## src/rtl/bcdwm_pkg.sv

```systemverilog
// Shared types and constants for the watch mode controller.
// Used by the top level and its port checker; depends on nothing.
`timescale 1ns / 1ps

package bcdwm_pkg;

	typedef enum logic [1:0] {
		MODE_SLEEP       = 2'd0,
		MODE_DISPLAY     = 2'd1,
		MODE_SET_HOURS   = 2'd2,
		MODE_SET_MINUTES = 2'd3
	} mode_t;

	localparam int CFG_INDEX_W = 2;
	localparam int CFG_DATA_W  = 8;

	localparam logic [CFG_INDEX_W-1:0] CFG_WAKE_TIMEOUT   = 2'd0;
	localparam logic [CFG_INDEX_W-1:0] CFG_RETURN_TIMEOUT = 2'd1;
	localparam logic [CFG_INDEX_W-1:0] CFG_LOCKOUT_TICKS  = 2'd2;

	localparam logic CMD_TICK   = 1'b0;
	localparam logic CMD_BUTTON = 1'b1;

	localparam logic [7:0] WAKE_TIMEOUT_RST   = 8'd10;
	localparam logic [7:0] RETURN_TIMEOUT_RST = 8'd15;
	localparam logic [3:0] LOCKOUT_TICKS_RST  = 4'd2;
	localparam logic [7:0] TIMEOUT_COUNT_RST  = 8'd15;

	localparam logic [5:0] SECONDS_PER_MINUTE = 6'd60;

	localparam int IN_DATA_W  = 8;
	localparam int OUT_DATA_W = 16;

	// Layout of the result word.
	localparam int OUT_MODE_LSB = 0;
	localparam int OUT_HT_LSB   = 2;
	localparam int OUT_HU_LSB   = 4;
	localparam int OUT_MT_LSB   = 8;
	localparam int OUT_MU_LSB   = 11;
	localparam int OUT_DISP_BIT = 15;

	typedef struct packed {
		logic [1:0] tens;
		logic [3:0] units;
	} hour_digits_t;

	typedef struct packed {
		logic [2:0] tens;
		logic [3:0] units;
	} min_digits_t;

	typedef struct packed {
		logic        wrap;
		min_digits_t digits;
	} min_step_t;

endpackage

```

## src/rtl/bcd_watch_mode_controller.sv

```systemverilog
// Watch mode controller top level: event input stage, state update and result register.
// Depends on bcdwm_pkg.
`timescale 1ns / 1ps

// Each accepted event (a one-second tick or a button sample) produces exactly one result
// word showing the mode and the hh:mm time after that event. An event is registered in the
// input stage, the state is updated from it, and the result lands in the output register
// together with the new state. One event is taken every cycle while the output is not stalled;
// the single state update per cycle sets that rate, and an event may follow its predecessor
// directly because the new state is registered and fed straight back to the update logic.
// Configuration writes are meant to be made while no event is in flight.
module bcd_watch_mode_controller
	import bcdwm_pkg::*;
(
	input  logic                   clk,
	input  logic                   arst_n,
	input  logic                   s_axis_tvalid,
	output logic                   s_axis_tready,
	input  logic [IN_DATA_W-1:0]   s_axis_tdata,  // [0] button_down, others zero
	input  logic                   s_axis_tuser,  // [0] cmd
	output logic                   m_axis_tvalid,
	input  logic                   m_axis_tready,
	// [1:0] mode, [3:2] hour_tens, [7:4] hour_units, [10:8] minute_tens,
	// [14:11] minute_units, [15] display_on
	output logic [OUT_DATA_W-1:0]  m_axis_tdata,
	input  logic                   cfg_we,
	input  logic [CFG_INDEX_W-1:0] cfg_index,
	input  logic [CFG_DATA_W-1:0]  cfg_data
);

	function automatic hour_digits_t step_hours(input hour_digits_t h);
		hour_digits_t r;
		r.tens  = h.tens;
		r.units = h.units + 4'd1;
		if (r.units >= 4'd10) begin
			r.units = 4'd0;
			r.tens  = (h.tens < 2'd2) ? h.tens + 2'd1 : 2'd0;
		end
		if (r.tens >= 2'd2 && r.units >= 4'd4) begin
			r.tens  = 2'd0;
			r.units = 4'd0;
		end
		return r;
	endfunction

	function automatic min_step_t step_minutes(input min_digits_t m);
		min_step_t r;
		r.wrap         = 1'b0;
		r.digits.tens  = m.tens;
		r.digits.units = m.units + 4'd1;
		if (r.digits.units >= 4'd10) begin
			r.digits.units = 4'd0;
			r.digits.tens  = m.tens + 3'd1;
		end
		if (r.digits.tens >= 3'd6) begin
			r.digits.tens  = 3'd0;
			r.digits.units = 4'd0;
			r.wrap         = 1'b1;
		end
		return r;
	endfunction

	logic [7:0]   wake_timeout_q;
	logic [7:0]   return_timeout_q;
	logic [3:0]   lockout_ticks_q;

	logic         valid_s1;
	logic         cmd_s1;
	logic         button_s1;
	logic         adv_s1;

	mode_t        mode_q, mode_d;
	hour_digits_t hour_q, hour_d, hour_step;
	min_digits_t  min_q, min_d;
	min_step_t    min_step;
	logic [5:0]   sec_q, sec_d, sec_inc;
	logic [7:0]   tmo_q, tmo_d;
	logic         en_q, en_d;
	logic [3:0]   lock_q, lock_d, lock_inc, lock_lim;

	logic                  out_valid_q;
	logic [OUT_DATA_W-1:0] out_data_q;

	assign adv_s1        = !out_valid_q || m_axis_tready;
	assign s_axis_tready = !valid_s1 || adv_s1;
	assign m_axis_tvalid = out_valid_q;
	assign m_axis_tdata  = out_data_q;

	always_ff @(posedge clk or negedge arst_n) begin
		if (!arst_n) begin
			wake_timeout_q   <= WAKE_TIMEOUT_RST;
			return_timeout_q <= RETURN_TIMEOUT_RST;
			lockout_ticks_q  <= LOCKOUT_TICKS_RST;
		end else if (cfg_we) begin
			case (cfg_index)
				CFG_WAKE_TIMEOUT:   wake_timeout_q   <= cfg_data;
				CFG_RETURN_TIMEOUT: return_timeout_q <= cfg_data;
				CFG_LOCKOUT_TICKS:  lockout_ticks_q  <= cfg_data[3:0];
				default: ;
			endcase
		end
	end

	always_ff @(posedge clk or negedge arst_n) begin
		if (!arst_n) begin
			valid_s1 <= 1'b0;
		end else if (s_axis_tready) begin
			valid_s1 <= s_axis_tvalid;
		end
	end

	always_ff @(posedge clk) begin
		if (s_axis_tvalid && s_axis_tready) begin
			cmd_s1    <= s_axis_tuser;
			button_s1 <= s_axis_tdata[0];
		end
	end

	always_comb begin
		mode_d    = mode_q;
		hour_d    = hour_q;
		min_d     = min_q;
		sec_d     = sec_q;
		tmo_d     = tmo_q;
		en_d      = en_q;
		lock_d    = lock_q;
		lock_inc  = lock_q + 4'd1;
		lock_lim  = (lockout_ticks_q == 4'd0) ? 4'd1 : lockout_ticks_q;
		sec_inc   = sec_q + 6'd1;
		min_step  = step_minutes(min_q);
		hour_step = step_hours(hour_q);
		if (cmd_s1 == CMD_TICK) begin
			if (!en_q) begin
				lock_d = lock_inc;
				if (lock_inc >= lock_lim) begin
					en_d   = 1'b1;
					lock_d = 4'd0;
				end
			end
			case (mode_q)
				MODE_SLEEP, MODE_DISPLAY: begin
					if (sec_inc >= SECONDS_PER_MINUTE) begin
						sec_d = 6'd0;
						min_d = min_step.digits;
						if (min_step.wrap) begin
							hour_d = hour_step;
						end
					end else begin
						sec_d = sec_inc;
					end
					if (mode_q == MODE_DISPLAY) begin
						if (tmo_q <= 8'd1) begin
							tmo_d  = 8'd0;
							mode_d = MODE_SLEEP;
						end else begin
							tmo_d = tmo_q - 8'd1;
						end
					end
				end
				MODE_SET_HOURS: hour_d = hour_step;
				default: min_d = min_step.digits;
			endcase
		end else if (button_s1) begin
			if (mode_q == MODE_SLEEP) begin
				mode_d = MODE_DISPLAY;
				tmo_d  = wake_timeout_q;
				en_d   = 1'b0;
			end else if (en_q) begin
				en_d = 1'b0;
				case (mode_q)
					MODE_DISPLAY:   mode_d = MODE_SET_HOURS;
					MODE_SET_HOURS: mode_d = MODE_SET_MINUTES;
					default: begin
						mode_d = MODE_DISPLAY;
						tmo_d  = return_timeout_q;
						sec_d  = 6'd0;
					end
				endcase
			end
		end
	end

	always_ff @(posedge clk or negedge arst_n) begin
		if (!arst_n) begin
			mode_q <= MODE_SLEEP;
			hour_q <= '0;
			min_q  <= '0;
			sec_q  <= 6'd0;
			tmo_q  <= TIMEOUT_COUNT_RST;
			en_q   <= 1'b1;
			lock_q <= 4'd0;
		end else if (valid_s1 && adv_s1) begin
			mode_q <= mode_d;
			hour_q <= hour_d;
			min_q  <= min_d;
			sec_q  <= sec_d;
			tmo_q  <= tmo_d;
			en_q   <= en_d;
			lock_q <= lock_d;
		end
	end

	always_ff @(posedge clk or negedge arst_n) begin
		if (!arst_n) begin
			out_valid_q <= 1'b0;
		end else if (adv_s1) begin
			out_valid_q <= valid_s1;
		end
	end

	always_ff @(posedge clk) begin
		if (valid_s1 && adv_s1) begin
			out_data_q <= {mode_d != MODE_SLEEP, min_d.units, min_d.tens,
				hour_d.units, hour_d.tens, mode_d};
		end
	end

endmodule

```

## config.mk

```make
export PLATFORM = sky130hd
export DESIGN_NAME = bcd_watch_mode_controller
export DESIGN_NICKNAME = d
export VERILOG_FILES = /design/src/rtl/bcdwm_pkg.sv /design/src/rtl/bcd_watch_mode_controller.sv
export SDC_FILE = /design/constraint.sdc
export NUM_CORES = 1
export LEC_CHECK = 0
export ABC_AREA = 1
export BUFFER_PORTS_ARGS = -buffer_cell sky130_fd_sc_hd__buf_2
export CAP_MARGIN = 20
export CORE_MARGIN = 4
export CORE_UTILIZATION = 64
export CTS_CLUSTER_SIZE = 12
export DETAILED_ROUTE_END_ITERATION = 10
export PLACE_DENSITY = 0.89
export SETUP_SLACK_MARGIN = 0.1
export SLEW_MARGIN = 20
export SYNTH_ARGS = -nofsm -noshare
export SYNTH_HDL_FRONTEND = slang
export SYNTH_SLANG_ARGS = --single-unit
```

## constraint.sdc

```tcl
create_clock -name clk -period 4.8 [get_ports clk]
set_input_delay 0.96 -clock clk [delete_from_list [all_inputs] [get_ports clk]]
set_output_delay 0.96 -clock clk [all_outputs]
set_load 0.05 [all_outputs]
```

==> summary.md <==
| Metric | Value |
|---|---|
| Syn_nets | 586 |
| FF-to-FF setup slack | around 2.2 ns |
| Vias per cell | about 5.9 |
| Setup Buffers After CTS | 0 |
| P per Cell Area | just over 600 nW/µm² |
| IO Pins | 42 |
| Crit start category | register |
| Fin crit share | between 50% and 60% |
| Maxcap violations | 0 |
| Hold path depth | 2 |
| Min cycle time layout | about 2.6 ns |
| Synthesis Warnings | 0 |
| DR WL/cell | ~15 µm |
| Antenna-violating nets left | 0 |
| Die Y-Extent | 90.0 µm |
| R2R depth | 9 |
| RSZ-0062 raised after global routing | no |
| Leak pwr | ~0.0023 µW |
| Synth Register Bits | 74 |
| Routed Wire Length | between 9 and 10 mm |
| DRT Pass-1 Iters | 6 |
| Clock Path Buffers | 2 |
| Min Hold Slack | approximately 0.48 ns |
| TritonCTS Buffers | 9 |
| FF-to-FF End | tmo_q[5] |
| Routed vias | about 3900 |
| Post-DP HPWL | 6.80 mm |
| Worst-margin pin slew | between 0.7 and 0.8 ns |
| Largest net degree at the start of global routing | 57 |
| First-pass GRT wire length | 17.0 mm |
| Area growth from synthesis to layout | 9.36% |
| Hold Fails Final Rpt | 0 |
| Sw Pwr | about 1300 µW |
| Sequential share of power | 37.3% |
| Total die area | 8100 µm² |
| Fin. max-slew vios | 0 |
| Clk sinks | 74 |
| Slew HR | 47.3% |
| CP Data Required Time | about 5.0 ns |
| Core area | 6420 µm² |
| Initial drt markers | ~270 |
| Post-CTS Hold Buffers | 0 |
| Layout cell share with drive strength beyond 1 | 14.4% |
| Final setup TNS | 0 ns |
| Vias in the first global route | roughly 3900 |
| PortBufs | 34 |
| Initial antenna violation count | 0 |
| Critical Path Source | mode_q[1] |
| Gr ovfl total | 0 |
| Nets | 620 |
| Most common cell after layout, fill and taps aside | nand2_1 |
| Die Wd | about 90 µm |
| Critical path peak fanout | 15 |
| Syn Area/Cell | ~7.9 µm² |
| Commonest non-fill, non-tap cells in the layout | nand2_1, o21ai_0, inv_1 |
| # DRC | 0 |
| Internal | approximately 1600 µW |
| Post-synth EDFFs | 18 |
| CP endpoint kind | register |
| Combinational group share of total power | a little under half |
| Crit path DAT | 2.82 ns |
| Cell variety after synth | 43 |
| Antenna diodes | 0 |
| Clock latency at the later pin of the worst-skew pair | around 0.36 ns |
| CTS clk-pin slew, worst paths | 0.07 ns |
| Syn Inst Count | about 550 |
| Clk_skew | about 0.012 ns |
| Worst Hold Class | reg2reg |
| Peak supply drop | about 0.3 mV |
| Clk root buf | clkbuf_8 |
| Switching fraction of total power | a little under half |
| Status | completed |
| Starting density of the core | between 60% and 70% |
| CP endpoint | tmo_q[5] |
| CTS tree | done |
| Crit path kind | reg2reg |
| Worst r2r src | mode_q[1] |
| GRT Total Usage | 25.5% |
| Fraction of registers with async set/reset | between 70 and 80% |
| Most used DFF post-synth | dfrtp_1 |
| Max Clock Freq | slightly below 400 MHz |
| Clock power frac | 15.9% |
| GPL Wtd Cong | 0.906 |
| Final Setup Violations | 0 |
| Row Count | 29 |
| Sequential area share after synthesis | a little under half |
| H-tree levels | 3 |
| Synth Cell Area | between 4000 and 5000 µm² |
| Post-CTS Resized | 0 |
flip-flops by register name, indices dropped and copies added, names as in the netlist:
name / cells
valid_s1: 1
button_s1: 1
sec_q: 6
hour_q: 6
m_axis_tdata: 16
wake_timeout_q: 8
tmo_q: 8
lock_q: 4
lockout_ticks_q: 4
mode_q: 2
return_timeout_q: 8
min_q: 7
cmd_s1: 1
m_axis_tvalid: 1
en_q: 1
layout make-up:
| class | count | area (µm²) |
|---|---|---|
| multi-input cells | 390 | 2030 |
| fillers | 477 | 1720 |
| clock inverters | 3 | 12.5 |
| flip-flops and latches | 74 | 1960 |
| repair buffers | 37 | 193 |
| well taps | 77 | 96.3 |
| inverters | 67 | 251 |
| clock buffers | 13 | 169 |
layer usage:
layer	GRT usage [%]	up-vias	wire, µm
met5	0	-	0
met4	12.9	0	254
met3	4.17	28	688
met2	45.2	186	5060
met1	29.9	1797	3840
li1	-	1857	-
how the worst min path moves through the flow:
stage | start | to | slack (ns)
final | wake_timeout_q[7] | wake_timeout_q[7] | 0.48
after global routing | wake_timeout_q[7] | wake_timeout_q[7] | 0.50
after CTS | wake_timeout_q[7] | wake_timeout_q[7] | 0.49
after detailed placement | wake_timeout_q[7] | wake_timeout_q[7] | 0.47
after global placement | wake_timeout_q[7] | wake_timeout_q[7] | 0.46
after floorplan | return_timeout_q[4] | return_timeout_q[4] | 0.45
cells by family after synthesis:
family                   Yosys count  synth area share [%]
AO/OA/AOI/OAI                    110                  14.2
XOR/XNOR                          10                  2.04
adder cells (fa/ha/maj)           17                  4.94
buffers and inverters             81                  7.50
flip-flops                        74                  45.5
multiplexers                       1                 0.262
AND/OR/NAND/NOR                  252                  25.6
worst max-delay path, stage by stage (launching register included):
cell	delay, ns
dfrtp_1	0.44
inv_1	0.16
ha_1	0.41
inv_1	0.23
o21ai_0	0.17
nand2_1	0.10
a21oi_2	0.54
inv_1	0.14
o22ai_1	0.18
a21oi_1	0.10
synthesized netlist by cell type (3+ instances only):
master	n	area, µm²
nand2_1	145	544
o21ai_0	63	315
inv_1	62	233
nand3_1	47	235
dfrtp_1	44	1100
nor2_1	37	139
edfxtp_1	18	541
ha_1	17	213
a21oi_1	15	75.1
dfstp_2	12	315
o22ai_1	11	68.8
clkbuf_1	8	30.0
nand2_2	6	37.5
xnor2_1	5	43.8
xor2_1	5	43.8
a21boi_1	4	30.0
nand3_2	4	40.0
o21ai_1	4	20.0
inv_2	3	11.3
nand4_1	3	18.8
power by group through the flow:
stage | sequential (µW) | clock [µW] | combinational (µW)
after CTS | 1070 | 458 | 1330
after detailed placement | 1070 | 0 | 1320
after global placement | 1060 | 0 | 1240
final | 1070 | 456 | 1340
after floorplan | 1180 | 0 | 909
after global routing | 1100 | 488 | 1520
metrics by stage:
| step | total power (µW) | instances | utilization, % | area, µm² | setup WS [ns] |
|---|---|---|---|---|---|
| finish | 2870 | 661 | 73.3 | 4710 | 2.20 |
| global route | 3100 | 661 | 73.3 | 4710 | 1.90 |
| CTS | 2860 | 661 | 73.2 | 4700 | 2.01 |
| detailed placement | 2390 | 645 | 70.4 | 4520 | 1.83 |
| global placement | 2300 | 645 | 70.4 | 4520 | 1.94 |
| floorplan | 2090 | 545 | - | 4300 | 2.42 |
Note: power is estimated with default switching activity, not from simulation.
